--- src/rtl/core/i2a_pkg.sv ---
// Shared constants, types and the digit-to-character map for the integer
// to ASCII radix converter. No dependencies.

package i2a_pkg;

    localparam int VALUE_BITS_DEF = 32;  // default conversion word width
    localparam int IN_VALUE_W     = 32;  // width of the value field on the input beat
    localparam int BASE_W         = 6;
    localparam int CHAR_W         = 8;
    localparam int DIV_STEP       = 8;   // quotient bits resolved per divider cycle

    localparam logic [BASE_W-1:0] BASE_MIN = 6'd2;
    localparam logic [BASE_W-1:0] BASE_MAX = 6'd32;
    localparam logic [BASE_W-1:0] BASE_DEC = 6'd10;

    localparam logic [CHAR_W-1:0] CHAR_ZERO    = 8'd48;
    localparam logic [CHAR_W-1:0] CHAR_UPPER_A = 8'd65;
    localparam logic [CHAR_W-1:0] CHAR_MINUS   = 8'd45;
    localparam logic [CHAR_W-1:0] CHAR_NONE    = 8'd0;

    localparam logic STATUS_OK       = 1'b0;
    localparam logic STATUS_BAD_BASE = 1'b1;

    // Divider status toward the sequencer
    typedef struct packed {
        logic busy;
        logic done;
    } div_stat_t;

    // Map a digit value below the base to its ASCII character
    function automatic logic [CHAR_W-1:0] digit_char(input logic [BASE_W-1:0] d);
        logic [CHAR_W-1:0] c;
        if (d >= BASE_DEC)
            c = CHAR_UPPER_A + {2'b00, d} - {2'b00, BASE_DEC};
        else
            c = CHAR_ZERO + {2'b00, d};
        return c;
    endfunction

endpackage

--- src/rtl/core/i2a_divider.sv ---
// Shared radix divider: restoring division of a wide dividend by a 6-bit base,
// DIV_STEP quotient bits per cycle. Depends on i2a_pkg.

module i2a_divider #(
    parameter int DIVIDEND_W = i2a_pkg::VALUE_BITS_DEF
) (
    input  logic                          clk,
    input  logic                          rst_n,
    input  logic                          start,
    input  logic [DIVIDEND_W-1:0]         dividend,
    input  logic [i2a_pkg::BASE_W-1:0]    divisor,
    output logic [DIVIDEND_W-1:0]         quotient,
    output logic [i2a_pkg::BASE_W-1:0]    remainder,
    output i2a_pkg::div_stat_t            stat
);

    localparam int PASSES = DIVIDEND_W / i2a_pkg::DIV_STEP;
    localparam int PW     = (PASSES > 1) ? $clog2(PASSES) : 1;

    logic [DIVIDEND_W-1:0]      work_reg, work_next;
    logic [i2a_pkg::BASE_W-1:0] rem_reg, rem_next;
    logic [i2a_pkg::BASE_W-1:0] divisor_reg;
    logic [PW-1:0]              pass_reg;
    logic                       busy_reg;
    logic                       done_reg;

    // One pass, DIV_STEP times over: shift the dividend MSB into the remainder, trial subtract,
    // shift the quotient bit into the freed LSB.
    always_comb
    begin
        logic [i2a_pkg::BASE_W:0] trial;
        work_next = work_reg;
        rem_next  = rem_reg;
        for (int i = 0; i < i2a_pkg::DIV_STEP; i++)
        begin
            trial     = {rem_next, work_next[DIVIDEND_W-1]};
            work_next = {work_next[DIVIDEND_W-2:0], 1'b0};
            if (trial >= {1'b0, divisor_reg})
            begin
                trial        = trial - {1'b0, divisor_reg};
                work_next[0] = 1'b1;
            end
            rem_next = trial[i2a_pkg::BASE_W-1:0];
        end
    end

    always_ff @(posedge clk or negedge rst_n)
    begin
        if (!rst_n)
        begin
            work_reg    <= '0;
            rem_reg     <= '0;
            divisor_reg <= '0;
            pass_reg    <= '0;
            busy_reg    <= 1'b0;
            done_reg    <= 1'b0;
        end
        else if (start)
        begin
            work_reg    <= dividend;
            rem_reg     <= '0;
            divisor_reg <= divisor;
            pass_reg    <= PW'(PASSES - 1);
            busy_reg    <= 1'b1;
            done_reg    <= 1'b0;
        end
        else if (busy_reg)
        begin
            work_reg <= work_next;
            rem_reg  <= rem_next;
            if (pass_reg == '0)
            begin
                busy_reg <= 1'b0;
                done_reg <= 1'b1;
            end
            else
            begin
                pass_reg <= pass_reg - PW'(1);
            end
        end
        else
        begin
            done_reg <= 1'b0;
        end
    end

    assign quotient  = work_reg;
    assign remainder = rem_reg;
    assign stat.busy = busy_reg;
    assign stat.done = done_reg;

endmodule

--- src/rtl/core/integer_to_ascii_radix.sv ---
// Top level of the integer to ASCII radix converter: request sequencer, digit
// store and output register. Depends on i2a_pkg and i2a_divider.
//
//  channel  | dir | tdata                          | tuser        | tlast
//  ---------+-----+--------------------------------+--------------+------------
//  s_*      | in  | value[31:0], base[37:32], pad  | req_type     | -
//  m_*      | out | char_out[7:0]                  | status       | last char
//
//  From the accepting edge each digit of a nonzero value is one full division by the
//  base in the shared divider; a finish step then writes any minus sign, and each
//  character passes through the digit store read port (ST_READ, ST_SHOW, ST_WAIT)
//  on its way to the output register. Any output stall holds the sequencer back.
//  A bad base skips the divider and goes straight to the output register.
//  s_tready is high only when the sequencer is idle and the output register empty.
//  Reset clears the sequencer and output valid; the digit store is not cleared.

module integer_to_ascii_radix #(
    parameter int VALUE_BITS = i2a_pkg::VALUE_BITS_DEF
) (
    input  logic        clk,
    input  logic        rst_n,
    input  logic        s_tvalid,
    output logic        s_tready,
    input  logic [39:0] s_tdata,   // value[31:0], base[37:32], zero[39:38]
    input  logic        s_tuser,   // req_type[0]
    output logic        m_tvalid,
    input  logic        m_tready,
    output logic [7:0]  m_tdata,   // char_out[7:0]
    output logic        m_tuser,   // status[0]
    output logic        m_tlast
);

    localparam int DW    = ((VALUE_BITS + i2a_pkg::DIV_STEP - 1) / i2a_pkg::DIV_STEP)
                           * i2a_pkg::DIV_STEP;
    localparam int DEPTH = VALUE_BITS + 1;
    localparam int AW    = $clog2(DEPTH);
    localparam int CW    = $clog2(DEPTH + 1);

    typedef enum logic [2:0] {
        ST_IDLE,
        ST_DIV,
        ST_FINISH,
        ST_READ,
        ST_SHOW,
        ST_WAIT
    } state_t;

    state_t                       state_reg, state_next;
    logic [DW-1:0]                mag_reg, mag_next;
    logic                         neg_reg, neg_next;
    logic                         dec_reg, dec_next;
    logic [CW-1:0]                count_reg, count_next;
    logic [AW-1:0]                rd_ptr_reg, rd_ptr_next;
    logic                         out_valid_reg, out_valid_next;
    logic [i2a_pkg::CHAR_W-1:0]   out_char_reg, out_char_next;
    logic                         out_last_reg, out_last_next;
    logic                         out_status_reg, out_status_next;

    logic [i2a_pkg::CHAR_W-1:0]   digit_store [DEPTH];
    logic [i2a_pkg::CHAR_W-1:0]   rd_data_reg;
    logic                         wr_en;
    logic [AW-1:0]                wr_addr;
    logic [i2a_pkg::CHAR_W-1:0]   wr_data;

    logic [i2a_pkg::IN_VALUE_W-1:0] value_in;
    logic [i2a_pkg::BASE_W-1:0]   base_in;
    logic [VALUE_BITS-1:0]        raw;
    logic [VALUE_BITS-1:0]        mag_in;
    logic                         neg_in;
    logic                         base_ok;
    logic                         in_fire;
    logic                         out_fire;
    logic [CW-1:0]                cnt_fin;

    logic                         div_start;
    logic [DW-1:0]                div_quo;
    logic [i2a_pkg::BASE_W-1:0]   div_rem;
    i2a_pkg::div_stat_t           div_stat;
    logic [i2a_pkg::BASE_W-1:0]   base_reg;

    assign value_in = s_tdata[31:0];
    assign base_in  = s_tdata[37:32];

    generate
        if (VALUE_BITS <= i2a_pkg::IN_VALUE_W)
        begin : g_narrow
            assign raw = value_in[VALUE_BITS-1:0];
        end
        else
        begin : g_wide
            assign raw = {{(VALUE_BITS - i2a_pkg::IN_VALUE_W){1'b0}}, value_in};
        end
    endgenerate

    // Most negative value wraps to 2^(VALUE_BITS-1), which fits unsigned
    assign neg_in   = !s_tuser && raw[VALUE_BITS-1];
    assign mag_in   = neg_in ? (~raw + {{(VALUE_BITS-1){1'b0}}, 1'b1}) : raw;
    assign base_ok  = base_in inside {[i2a_pkg::BASE_MIN:i2a_pkg::BASE_MAX]};
    assign s_tready = (state_reg == ST_IDLE) && !out_valid_reg;
    assign in_fire  = s_tvalid && s_tready;
    assign out_fire = out_valid_reg && m_tready;
    assign cnt_fin  = (neg_reg && dec_reg) ? count_reg + CW'(1) : count_reg;

    i2a_divider #(
        .DIVIDEND_W (DW)
    ) u_divider (
        .clk       (clk),
        .rst_n     (rst_n),
        .start     (div_start),
        .dividend  (state_reg == ST_IDLE ? DW'(mag_in) : div_quo),
        .divisor   (state_reg == ST_IDLE ? base_in : base_reg),
        .quotient  (div_quo),
        .remainder (div_rem),
        .stat      (div_stat)
    );

    always_comb
    begin
        state_next      = state_reg;
        mag_next        = mag_reg;
        neg_next        = neg_reg;
        dec_next        = dec_reg;
        count_next      = count_reg;
        rd_ptr_next     = rd_ptr_reg;
        out_valid_next  = out_fire ? 1'b0 : out_valid_reg;
        out_char_next   = out_char_reg;
        out_last_next   = out_last_reg;
        out_status_next = out_status_reg;
        div_start       = 1'b0;
        wr_en           = 1'b0;
        wr_addr         = count_reg[AW-1:0];
        wr_data         = i2a_pkg::CHAR_ZERO;

        case (state_reg)
            ST_IDLE:
            begin
                if (in_fire)
                begin
                    neg_next   = neg_in;
                    dec_next   = (base_in == i2a_pkg::BASE_DEC);
                    mag_next   = DW'(mag_in);
                    count_next = '0;
                    if (!base_ok)
                    begin
                        out_valid_next  = 1'b1;
                        out_char_next   = i2a_pkg::CHAR_NONE;
                        out_last_next   = 1'b1;
                        out_status_next = i2a_pkg::STATUS_BAD_BASE;
                    end
                    else if (mag_in == '0)
                    begin
                        // zero converts to a single '0'
                        wr_en      = 1'b1;
                        wr_addr    = '0;
                        wr_data    = i2a_pkg::CHAR_ZERO;
                        count_next = CW'(1);
                        state_next = ST_FINISH;
                    end
                    else
                    begin
                        div_start  = 1'b1;
                        state_next = ST_DIV;
                    end
                end
            end
            ST_DIV:
            begin
                if (div_stat.done)
                begin
                    wr_en      = 1'b1;
                    wr_data    = i2a_pkg::digit_char(div_rem);
                    count_next = count_reg + CW'(1);
                    mag_next   = div_quo;
                    if (div_quo == '0)
                        state_next = ST_FINISH;
                    else
                        div_start = 1'b1;
                end
            end
            ST_FINISH:
            begin
                if (neg_reg && dec_reg)
                begin
                    wr_en   = 1'b1;
                    wr_data = i2a_pkg::CHAR_MINUS;
                end
                count_next  = cnt_fin;
                rd_ptr_next = AW'(cnt_fin - CW'(1));
                state_next  = ST_READ;
            end
            ST_READ:
            begin
                state_next = ST_SHOW;
            end
            ST_SHOW:
            begin
                out_valid_next  = 1'b1;
                out_char_next   = rd_data_reg;
                out_last_next   = (rd_ptr_reg == '0);
                out_status_next = i2a_pkg::STATUS_OK;
                if (rd_ptr_reg == '0)
                begin
                    state_next = ST_IDLE;
                end
                else
                begin
                    rd_ptr_next = rd_ptr_reg - AW'(1);
                    state_next  = ST_WAIT;
                end
            end
            ST_WAIT:
            begin
                // advance once the shown character leaves
                if (out_fire)
                    state_next = ST_READ;
            end
            default:
            begin
                state_next = ST_IDLE;
            end
        endcase
    end

    always_ff @(posedge clk or negedge rst_n)
    begin
        if (!rst_n)
        begin
            state_reg      <= ST_IDLE;
            mag_reg        <= '0;
            neg_reg        <= 1'b0;
            dec_reg        <= 1'b0;
            count_reg      <= '0;
            rd_ptr_reg     <= '0;
            out_valid_reg  <= 1'b0;
            out_char_reg   <= '0;
            out_last_reg   <= 1'b0;
            out_status_reg <= i2a_pkg::STATUS_OK;
        end
        else
        begin
            state_reg      <= state_next;
            mag_reg        <= mag_next;
            neg_reg        <= neg_next;
            dec_reg        <= dec_next;
            count_reg      <= count_next;
            rd_ptr_reg     <= rd_ptr_next;
            out_valid_reg  <= out_valid_next;
            out_char_reg   <= out_char_next;
            out_last_reg   <= out_last_next;
            out_status_reg <= out_status_next;
        end
    end

    // Hold the base for later digits
    always_ff @(posedge clk)
    begin
        if (in_fire)
            base_reg <= base_in;
    end

    // Digit store: least significant character at address 0
    always_ff @(posedge clk)
    begin
        if (wr_en)
            digit_store[wr_addr] <= wr_data;
        if (state_reg == ST_READ)
            rd_data_reg <= digit_store[rd_ptr_reg];
    end

    assign m_tvalid = out_valid_reg;
    assign m_tdata  = out_char_reg;
    assign m_tuser  = out_status_reg;
    assign m_tlast  = out_last_reg;

    a_err_is_last: assert property (@(posedge clk) disable iff (!rst_n)
        (m_tvalid && m_tuser) |-> m_tlast)
        else $error("bad-base beat not marked last");

    a_ok_char_nonzero: assert property (@(posedge clk) disable iff (!rst_n)
        (m_tvalid && !m_tuser) |-> (m_tdata != i2a_pkg::CHAR_NONE))
        else $error("null character on a valid text beat");

    a_div_active: assert property (@(posedge clk) disable iff (!rst_n)
        (state_reg == ST_DIV) |-> (div_stat.busy || div_stat.done))
        else $error("sequencer waits on an idle divider");

    a_wr_in_range: assert property (@(posedge clk) disable iff (!rst_n)
        wr_en |-> (count_reg < CW'(DEPTH)))
        else $error("digit store write beyond depth");

    a_next_char: assert property (@(posedge clk) disable iff (!rst_n)
        (m_tvalid && m_tready && !m_tlast) |=> (state_reg == ST_READ))
        else $error("no read issued after a non-final character");

endmodule

--- config.mk ---
export PLATFORM = sky130hd
export DESIGN_NAME = integer_to_ascii_radix
export DESIGN_NICKNAME = d
export VERILOG_FILES = /design/src/rtl/core/i2a_pkg.sv /design/src/rtl/core/i2a_divider.sv /design/src/rtl/core/integer_to_ascii_radix.sv
export SDC_FILE = /design/constraint.sdc
export NUM_CORES = 1
export LEC_CHECK = 0
export ABC_AREA = 1
export BUFFER_PORTS_ARGS = -buffer_cell sky130_fd_sc_hd__buf_2
export CAP_MARGIN = 20
export CORE_MARGIN = 2
export CORE_UTILIZATION = 68
export DETAILED_ROUTE_END_ITERATION = 16
export PLACE_DENSITY = 0.86
export RECOVER_POWER = 25
export SLEW_MARGIN = 15
export SYNTH_ARGS = -nofsm -noshare
export SYNTH_HDL_FRONTEND = slang
export SYNTH_HIERARCHICAL = 1
export SYNTH_SLANG_ARGS = --single-unit
--- constraint.sdc ---
create_clock -name clk -period 25.8 [get_ports clk]
set_clock_uncertainty 0.15 [all_clocks]
set_input_delay 7.74 -clock clk [delete_from_list [all_inputs] [get_ports clk]]
set_output_delay 7.74 -clock clk [all_outputs]
set_load 0.03 [all_outputs]
== Word-level counts from Yosys, hierarchy flattened ==
Memories as Yosys holds them, arrays and structs flattened. A register that Yosys moved wholly into a read port is not among the register bits.
Index checks and enable logic that the tools add are counted.
Storage, ports and cells
  output and inout port bits: 12
  register bits after elaboration: 82
  bits in writable memories: 264
  input port bits: 45
  word-level logic and storage cells: 166
  memories kept: 1
Memory list
  digit_store: words 33, bits a word 8, rd ports 1, clocked after memory_dff 1, write ports 1, RTL line integer_to_ascii_radix.sv:59  | logic [i2a_pkg::CHAR_W-1:0] digit_store [DEPTH];
Cells by class
  add/sub/neg operators: 16
  equal/unequal tests: 16
  order comparisons: 11
  reduce and logical (&&, ||, !) cells: 24
  bitwise logic cells: 1
  mux-type cells: 81
Operator list (number)
  32-bit 2-to-1 mux: 4
  6-bit 2-to-1 mux: 19
  32-bit logical NOT: 2
  7-bit by 6-bit >= comparator with 1-bit output: 8
  6-bit subtractor: 8
  1-bit 2-to-1 mux: 33
  32-bit by 1-bit adder with 32-bit output (second input constant): 1
  8-bit 2-to-1 mux: 4
  32-bit NOT: 1
  8-bit one-hot mux with 2 select lines: 2
  3-bit 2-to-1 mux: 6
  3-bit one-hot mux with 6 select lines: 1
  6-bit one-hot mux with 3 select lines: 1
  2-bit != test (second input constant): 7
  6-bit one-hot mux with 2 select lines: 1
  6-bit by 1-bit subtractor with 6-bit output (second input constant): 2
  7-bit by 6-bit adder with 8-bit output (first input constant): 1
  2-bit 2-to-1 mux: 4
  1-bit one-hot mux with 2 select lines: 4
  2-bit AND reduction: 4
  8-bit by 4-bit subtractor with 8-bit output (second input constant): 1
  6-bit by 6-bit adder with 7-bit output (first input constant): 1
  6-bit by 1-bit adder with 6-bit output (second input constant): 1
  3-bit by 2-bit equality test with 1-bit output (second input constant): 2
  other kinds (20): 31

== Logic depth before layout (Yosys ltp) ==
Gate-level depths: netlist of the first run.
  word-level depth: 18
  gate-level depth with buffers: 89
  mapped depth without buffers: 88

== Hierarchy ==
The synthesis of the first run kept the hierarchy.
Modules (own cells, without submodules)
  integer_to_ascii_radix: seq. area each 8002.7 µm², area an instance 13082.5 µm², instances 1, cells an instance 1356
  i2a_divider: seq. area each 1201.2 µm², area an instance 4789.6 µm², instances 1, cells an instance 662

== Worst setup path before layout of the first run ==
Ideal clock, no wire load.
  kind: reg2reg
  start point: register u_divider/divisor_reg[1] (netlist name)
  end point: register u_divider.rem_reg (netlist bit u_divider/remainder[1])
  setup slack: 13383 ps
  period minus slack after synthesis: 12417 ps
  path buffers: 1
  arrival time: 12150 ps
  required time: 25533 ps
  setup time: 117 ps
  stages on the path, launching flop included: 83
  cells stage by stage: dfrtp_1 -> inv_1 -> ha_1 -> nand3_1 -> nand2_2 -> nand2_2 -> nand3_2 -> buf_6 -> o21ai_0 -> inv_1 -> ha_1 -> nand3_1 -> nand3_1 -> a21oi_1 -> nand2_1 -> nor2_4 -> nand2_1 -> o21ai_0 -> [47 not listed] -> inv_1 -> nor2_2 -> nand3_1 -> nand2_1 -> inv_1 -> ha_1 -> o21ai_0 -> nand2_1 -> nand2_1 -> nand2_1 -> a21oi_1 -> o21ai_0 -> a21oi_1 -> inv_1 -> nor2_2 -> nand3_1 -> nand3_1 -> nand2_1
On the way
  longest elaborated chain between the ends: 18
  elaborated cells on any way between the ends: 26
  those cells by class: add/sub (8); order compare (8); mux (10)
RTL lines
  start, declared: RTL line i2a_divider.sv:22  | logic [i2a_pkg::BASE_W-1:0] divisor_reg;
  start signal, assigned: RTL line i2a_divider.sv:62  | divisor_reg <= divisor;
  6-bit subtractor / 7-bit by 6-bit >= comparator with 1-bit output (equally long branches): RTL line i2a_divider.sv:40, i2a_divider.sv:38
  6-bit 2-to-1 mux: RTL line i2a_divider.sv:38  | if (trial >= {1'b0, divisor_reg})
  6-bit subtractor / 7-bit by 6-bit >= comparator with 1-bit output (equally long branches): RTL line i2a_divider.sv:40, i2a_divider.sv:38
  6-bit 2-to-1 mux: RTL line i2a_divider.sv:38
  6-bit subtractor / 7-bit by 6-bit >= comparator with 1-bit output (equally long branches): RTL line i2a_divider.sv:40, i2a_divider.sv:38
  6-bit 2-to-1 mux: RTL line i2a_divider.sv:38
  6-bit subtractor / 7-bit by 6-bit >= comparator with 1-bit output (equally long branches): RTL line i2a_divider.sv:40, i2a_divider.sv:38
  6-bit 2-to-1 mux: RTL line i2a_divider.sv:38
  [2 not listed]
  7-bit by 6-bit >= comparator with 1-bit output / 6-bit subtractor (equally long branches): RTL line i2a_divider.sv:38, i2a_divider.sv:40
  6-bit 2-to-1 mux: RTL line i2a_divider.sv:38
  7-bit by 6-bit >= comparator with 1-bit output / 6-bit subtractor (equally long branches): RTL line i2a_divider.sv:38, i2a_divider.sv:40
  6-bit 2-to-1 mux: RTL line i2a_divider.sv:38
  6-bit subtractor / 7-bit by 6-bit >= comparator with 1-bit output (equally long branches): RTL line i2a_divider.sv:40, i2a_divider.sv:38
  6-bit 2-to-1 mux (*): RTL line i2a_divider.sv:38
  6-bit 2-to-1 mux (*): RTL line i2a_divider.sv:67  | else if (busy_reg)
  6-bit 2-to-1 mux (*): RTL line i2a_divider.sv:58  | else if (start)
  end signal, assigned: RTL line i2a_divider.sv:70  | rem_reg <= rem_next;
  end, declared: RTL line i2a_divider.sv:21  | logic [i2a_pkg::BASE_W-1:0] rem_reg, rem_next;
Mark *: on every way between the ends. The rest lies on a longest branch, timed or not. The select of a mux whose other input is x is not followed.
A chain may end at the register's enable or synchronous reset.

== Worst setup path after layout of the first run ==
  start point: register u_divider/divisor_reg[1] (netlist name)
  end point: register u_divider.rem_reg (netlist bit u_divider/remainder[3])
On the way
  longest elaborated chain between the ends: 18
  elaborated cells on any way between the ends: 26
  those cells by class: add/sub (8); order compare (8); mux (10)
RTL lines (RTL line)
  6-bit subtractor / 7-bit by 6-bit >= comparator with 1-bit output (equally long branches): i2a_divider.sv:40, i2a_divider.sv:38
  6-bit 2-to-1 mux: i2a_divider.sv:38
  6-bit subtractor / 7-bit by 6-bit >= comparator with 1-bit output (equally long branches): i2a_divider.sv:40, i2a_divider.sv:38
  6-bit 2-to-1 mux: i2a_divider.sv:38
  6-bit subtractor / 7-bit by 6-bit >= comparator with 1-bit output (equally long branches): i2a_divider.sv:40, i2a_divider.sv:38
  6-bit 2-to-1 mux: i2a_divider.sv:38
  6-bit subtractor / 7-bit by 6-bit >= comparator with 1-bit output (equally long branches): i2a_divider.sv:40, i2a_divider.sv:38
  6-bit 2-to-1 mux: i2a_divider.sv:38
  [2 not listed]
  7-bit by 6-bit >= comparator with 1-bit output / 6-bit subtractor (equally long branches): i2a_divider.sv:38, i2a_divider.sv:40
  6-bit 2-to-1 mux: i2a_divider.sv:38
  6-bit subtractor / 7-bit by 6-bit >= comparator with 1-bit output (equally long branches): i2a_divider.sv:40, i2a_divider.sv:38
  6-bit 2-to-1 mux: i2a_divider.sv:38
  6-bit subtractor / 7-bit by 6-bit >= comparator with 1-bit output (equally long branches): i2a_divider.sv:40, i2a_divider.sv:38
  6-bit 2-to-1 mux (*): i2a_divider.sv:38
  6-bit 2-to-1 mux (*): i2a_divider.sv:67
  6-bit 2-to-1 mux (*): i2a_divider.sv:58
Marks and branches as above.

==> results of run 1 <==
==> worst min path at each step <==
| stage | startpoint | endpoint | slack [ps] |
|---|---|---|---|
| 2_1_floorplan | dec_reg$_DFFE_PN0P_ | dec_reg$_DFFE_PN0P_ | 300 |
| 3_3_place_gp | rd_data_reg[4]$_DFFE_PP_ | m_tdata[4]$_DFFE_PN0P_ | 310 |
| 3_5_place_dp | rd_data_reg[3]$_DFFE_PP_ | m_tdata[3]$_DFFE_PN0P_ | 330 |
| 4_1_cts | neg_reg$_DFFE_PN0P_ | neg_reg$_DFFE_PN0P_ | 350 |
| 5_1_grt | rd_data_reg[0]$_DFFE_PP_ | m_tdata[0]$_DFFE_PN0P_ | 370 |
| 6_report | neg_reg$_DFFE_PN0P_ | neg_reg$_DFFE_PN0P_ | 340 |
==> stage by stage <==
stage          utilization  hold slack [ps]
3_3_place_gp         0.709              307
4_1_cts              0.744              346
5_1_grt              0.742              366
3_5_place_dp         0.709              328
6_report             0.742              344
2_1_floorplan            -              296
==> critical path: cells and delay by family, from the launching register on <==
kind,cells,cell delay [ps]
buf+inv,12,1380
flops,1,820
compound gates,27,5760
fa+ha+maj,8,2680
simple gates,35,4240
==> cell type report <==
class	instances	area share
Clock buffer	44	0.0443
Clock inverter	9	0.00260
Inverter	188	0.0368
Multi-Input combinational cell	1432	0.396
Sequential cell	319	0.478
Tap cell	335	0.0218
Timing Repair Buffer	70	0.0196
==> layer usage <==
layer / GRT usage / vias up / wire [um]
met1: 0.427 / 7043 / 17800
met3: 0.0460 / 182 / 3890
met5: 0 / - / 0
met4: 0.168 / 0 / 2610
met2: 0.594 / 828 / 23400
li1: - / 6978 / -
==> cells in the final DEF, fill, tap and decap left out, types with 4 or more instances in the layout <==
cell type,count
nor4_1,10
o211ai_1,25
dfrtp_1,74
xor2_1,23
xnor2_1,13
o21ai_0,186
clkbuf_8,7
clkbuf_16,29
nand2_1,448
inv_1,182
clkinv_1,4
a21oi_1,45
a221o_1,6
fa_1,8
edfxtp_1,244
a31oi_1,33
clkbuf_1,13
nor2_4,6
nor2_1,282
buf_2,52
nand3_2,6
nand2_4,7
nor3_1,7
or2_2,4
nand3_4,6
nor2_2,12
nand3_1,110
o22ai_1,34
nand3b_1,6
ha_1,55
nand2_2,10
inv_2,5
o221ai_1,32
nand4_1,20
buf_4,13
o21a_1,4
a22o_1,8
==> impl_metrics.yaml, run 1 <==
finish:
  drive_gt1_frac: 0.0849
  multi_input_area_mm2: 0.00763
  regMostFlops: "digit_store"
  register_area_mm2: 0.00921
  area_growth_pct: 7.69
  layout.nets: 2148
  final_cells: 2397
  fin_area_mm2: 0.0192
  largest_reg_flops: 231
  n_fill_cell: 1870
  antenna_cells: 0
sta:
  finalCritPeriodShare: 0.587
  relSlewSlack: -0.233
  setup_violations: 0
  drv_slew: 136
  tightest_slew_ps: 1850
  setup_ws_ps: 10660
  period_needed_ps: 15140
  grt_setup_unrepaired: "false"
  fmax_ghz: 0.0660
  fin_setup_tns_ps: 0
  report.final.hold_viol_count: 0
critical_path:
  cp-end-kind: "register"
  crit_end: "u_divider/remainder[3]$_DFFE_PN0P_"
  max_stage_delay_ps: 820
  slowest_stage: "dfrtp_1"
  crit_arrival_ps: 15420
  startpoint: "u_divider/divisor_reg[1]$_DFFE_PN0P_"
  timing.rr.start: "u_divider/divisor_reg[1]$_DFFE_PN0P_"
  rrSetupSlack_ps: 10660
  reg2regPathDepth: 82
  crit_type: "reg -> reg"
  required_ps: 26080
  path_max_fanout: 12
  path_common_cell: "nand2_1"
  r2r-end: "u_divider/remainder[3]$_DFFE_PN0P_"
  start_kind: "register"
die:
  boundaryPins: 57
  fp.coreArea_mm2: 0.0259
  rows: 59
  die_x_um: 166
  dieArea_mm2: 0.0276
  die_y_um: 166
  start_util: 0.689
worst_hold_path:
  holdPathStages: 2
  hold_path_class: "reg -> reg"
grt:
  grt_first_pass_wirelength_um: 75400
  grt_max_degree: 76
  overflow: 0
  grt_antenna_before_repair: 0
  first_global_vias: 14300
  track_usage: 0.343
synthesis:
  syn-instance-count: 2017
  synth_area_mm2: 0.0179
  synth_nets: 2125
  synth_warnings: 6
  synth_area_per_cell_um2: 8.86
clocking:
  insertion_delay_ps: 560
  cts_resized: 0
  clk_path_buf_depth: 3
  clock-sinks: 319
  h-tree-depth: 1
  cts_buffers: 29
  cts_tree: "built"
  clockRootBuffer: "clkbuf_16"
  cts_hold_buf: 0
  cts.clk_slew.worst_paths_ps: 60
  post_cts_buffers: 0
detailed_routing:
  ant_nets: 0
  vias: 15000
  drt-total-wl_um: 47600
  wl_per_cell_um: 19.9
  drt_pass1_iterations: 6
  drcViolationCount: 0
  viasPerCell: 6.27
  drt_iter0_drc: 1768
place:
  place_ws_ps: 10890
  dp_cells: 2344
  place_hpwl_um: 31500
  io_buffers: 53
  placed_area_mm2: 0.0184
  place.gp.congestion: 0.906
status:
  status: "finished, violations left"
  violations: "max-capacitance violations, max-slew violations"
job:
  drv_cap: 4
Power of run 1 is not shown: default switching activity piles up to over one toggle a cycle in this logic, so the estimate is an artifact.
==> run 2: changes to the inputs <==
--- a/config.mk
+++ b/config.mk
@@ -5,13 +5,13 @@
 export SDC_FILE = /design/constraint.sdc
 export NUM_CORES = 1
 export LEC_CHECK = 0
-export ABC_AREA = 1
+export ABC_AREA = 0
 export BUFFER_PORTS_ARGS = -buffer_cell sky130_fd_sc_hd__buf_2
 export CAP_MARGIN = 20
 export CORE_MARGIN = 2
-export CORE_UTILIZATION = 68
+export CORE_UTILIZATION = 57
 export DETAILED_ROUTE_END_ITERATION = 16
-export PLACE_DENSITY = 0.86
+export PLACE_DENSITY = 0.77
 export RECOVER_POWER = 25
 export SLEW_MARGIN = 15
 export SYNTH_ARGS = -nofsm -noshare
==> constraint.sdc (replaced) <==
create_clock -name clk -period 13 [get_ports clk]
set_clock_uncertainty 0.15 [all_clocks]
set_input_delay 3.9 -clock clk [delete_from_list [all_inputs] [get_ports clk]]
set_output_delay 3.9 -clock clk [all_outputs]
set_load 0.03 [all_outputs]
==> impl_metrics.yaml, run 2 <==
clocking:
  clockRootBuffer: "clkbuf_16"
  cts_buffers: 34
  clock-sinks: 319
  cts_tree: "built"
  clk_path_buf_depth: 3
  cts.clk_slew.worst_paths_ps: 60
  insertion_delay_ps: 510
  h-tree-depth: 2
detailed_routing:
  drcViolationCount: 0
  drt_iter0_drc: 1559
  wl_per_cell_um: 21.7
  ant_nets: 0
  drt-total-wl_um: 48600
  vias: 14000
  viasPerCell: 6.25
  drt_pass1_iterations: 6
place:
  place_ws_ps: -1290
  io_buffers: 53
  place.gp.congestion: 0.933
  place_hpwl_um: 31800
  dp_cells: 2125
  placed_area_mm2: 0.0201
finish:
  area_growth_pct: 22.3
  layout.nets: 1919
  antenna_cells: 0
  largest_reg_flops: 231
  n_fill_cell: 2040
  final_util: 0.702
  mostFrequentLayoutCells: "edfxtp_1, buf_4, nand2_1"
  regMostFlops: "digit_store"
  final_cells: 2236
  fin_area_mm2: 0.0220
  final_common_cell: "edfxtp_1"
  drive_gt1_frac: 0.286
sta:
  grt_setup_unrepaired: "true"
  relSlewSlack: -1.12
  finalCritPeriodShare: 1.10
  fmax_ghz: 0.0696
  setup_ws_ps: -1360
  tightest_slew_ps: 3190
  period_needed_ps: 14360
  setup_violations: 7
  report.final.hold_viol_count: 0
  drv_slew: 121
worst_hold_path:
  holdPathStages: 2
  hold_path_class: "reg -> reg"
critical_path:
  cp-end-kind: "register"
  path_max_fanout: 7
  crit_arrival_ps: 14550
  path_depth: 78
  required_ps: 13190
  crit_buf_inv: 13
  path_common_cell: "ha_4"
  cpLargestDelayFamily: "compound AO/OA/AOI/OAI gates"
  max_stage_delay_ps: 420
  reg2regPathDepth: 78
  crit_type: "reg -> reg"
  start_kind: "register"
  slowest_stage: "dfrtp_1"
synthesis:
  synth_area_per_cell_um2: 11.5
  synth_nets: 1678
  syn-instance-count: 1570
  synth_warnings: 6
  synth_area_mm2: 0.0180
die:
  fp.coreArea_mm2: 0.0313
  die_x_um: 182
  boundaryPins: 57
  dieArea_mm2: 0.0330
  rows: 65
  start_util: 0.574
  die_y_um: 182
status:
  status: "finished, violations left"
  violations: "max-capacitance violations, max-slew violations, negative setup slack"
job:
  drv_cap: 4
grt:
  grt_antenna_before_repair: 0
  overflow: 0
  first_global_vias: 13700
  track_usage: 0.288
  grt_first_pass_wirelength_um: 74500
  grt_max_degree: 88
-- run 2: what timing repair did --
action	CTS	global route
endpoints found under the hold margin	0	0
pin swaps	20	54
setup endpoints to repair	7	8
setup buffers	29	21
hold buffers	0	0
resized for setup	21	66
-- run 2: worst paths after layout --
check / slack [ps] / to / from
max in group asynchronous: 8550 / rd_ptr_reg[0]$_DFFE_PN0P_ / rst_n
max reg2reg: -1360 / u_divider/remainder[5]$_DFFE_PN0P_ / u_divider/remainder[1]$_DFFE_PN0P_
min: 330 / m_tdata[4]$_DFFE_PN0P_ / rd_data_reg[4]$_DFFE_PP_
max: -1360 / u_divider/remainder[5]$_DFFE_PN0P_ / u_divider/remainder[1]$_DFFE_PN0P_
min reg2reg: 330 / m_tdata[4]$_DFFE_PN0P_ / rd_data_reg[4]$_DFFE_PP_
min in group asynchronous: 3390 / u_divider/quotient[17]$_DFFE_PN0P_ / rst_n
-- run 2: worst reg2reg max path: cells and delay by family, from the launching register on --
kind | cells | cell delay, ps
compound gates | 37 | 6330
mux | 7 | 1990
fa+ha+maj | 8 | 1930
buf+inv | 13 | 1720
simple gates | 13 | 1690
flops | 1 | 420
-- run 2: area by class of cell --
type	instances	area, um^2	area share
Multi-Input combinational cell	1118	8970	0.408
Tap cell	402	503	0.0229
Clock inverter	17	159	0.00723
Sequential cell	319	9210	0.419
Timing Repair Buffer	290	2080	0.0944
Clock buffer	42	881	0.0401
Inverter	48	191	0.00871
-- run 2: layer usage --
metal	vias to the layer above	share of wire	wire (um)	global-route usage
li1	6375	-	-	-
met1	6824	0.39	18900	0.376
met2	638	0.50	24400	0.496
met3	140	0.062	3010	0.0341
met4	0	0.046	2210	0.115
met5	-	0	0	0
-- run 2: per-stage QoR --
stage / TNS (ps) / hold WS, ps
3_5_place_dp: -8430 / 302
6_report: -9220 / 327
2_1_floorplan: -8900 / 276
3_3_place_gp: -7570 / 288
4_1_cts: -6730 / 325
5_1_grt: -13050 / 357
Power of run 2 is left out for the same reason.
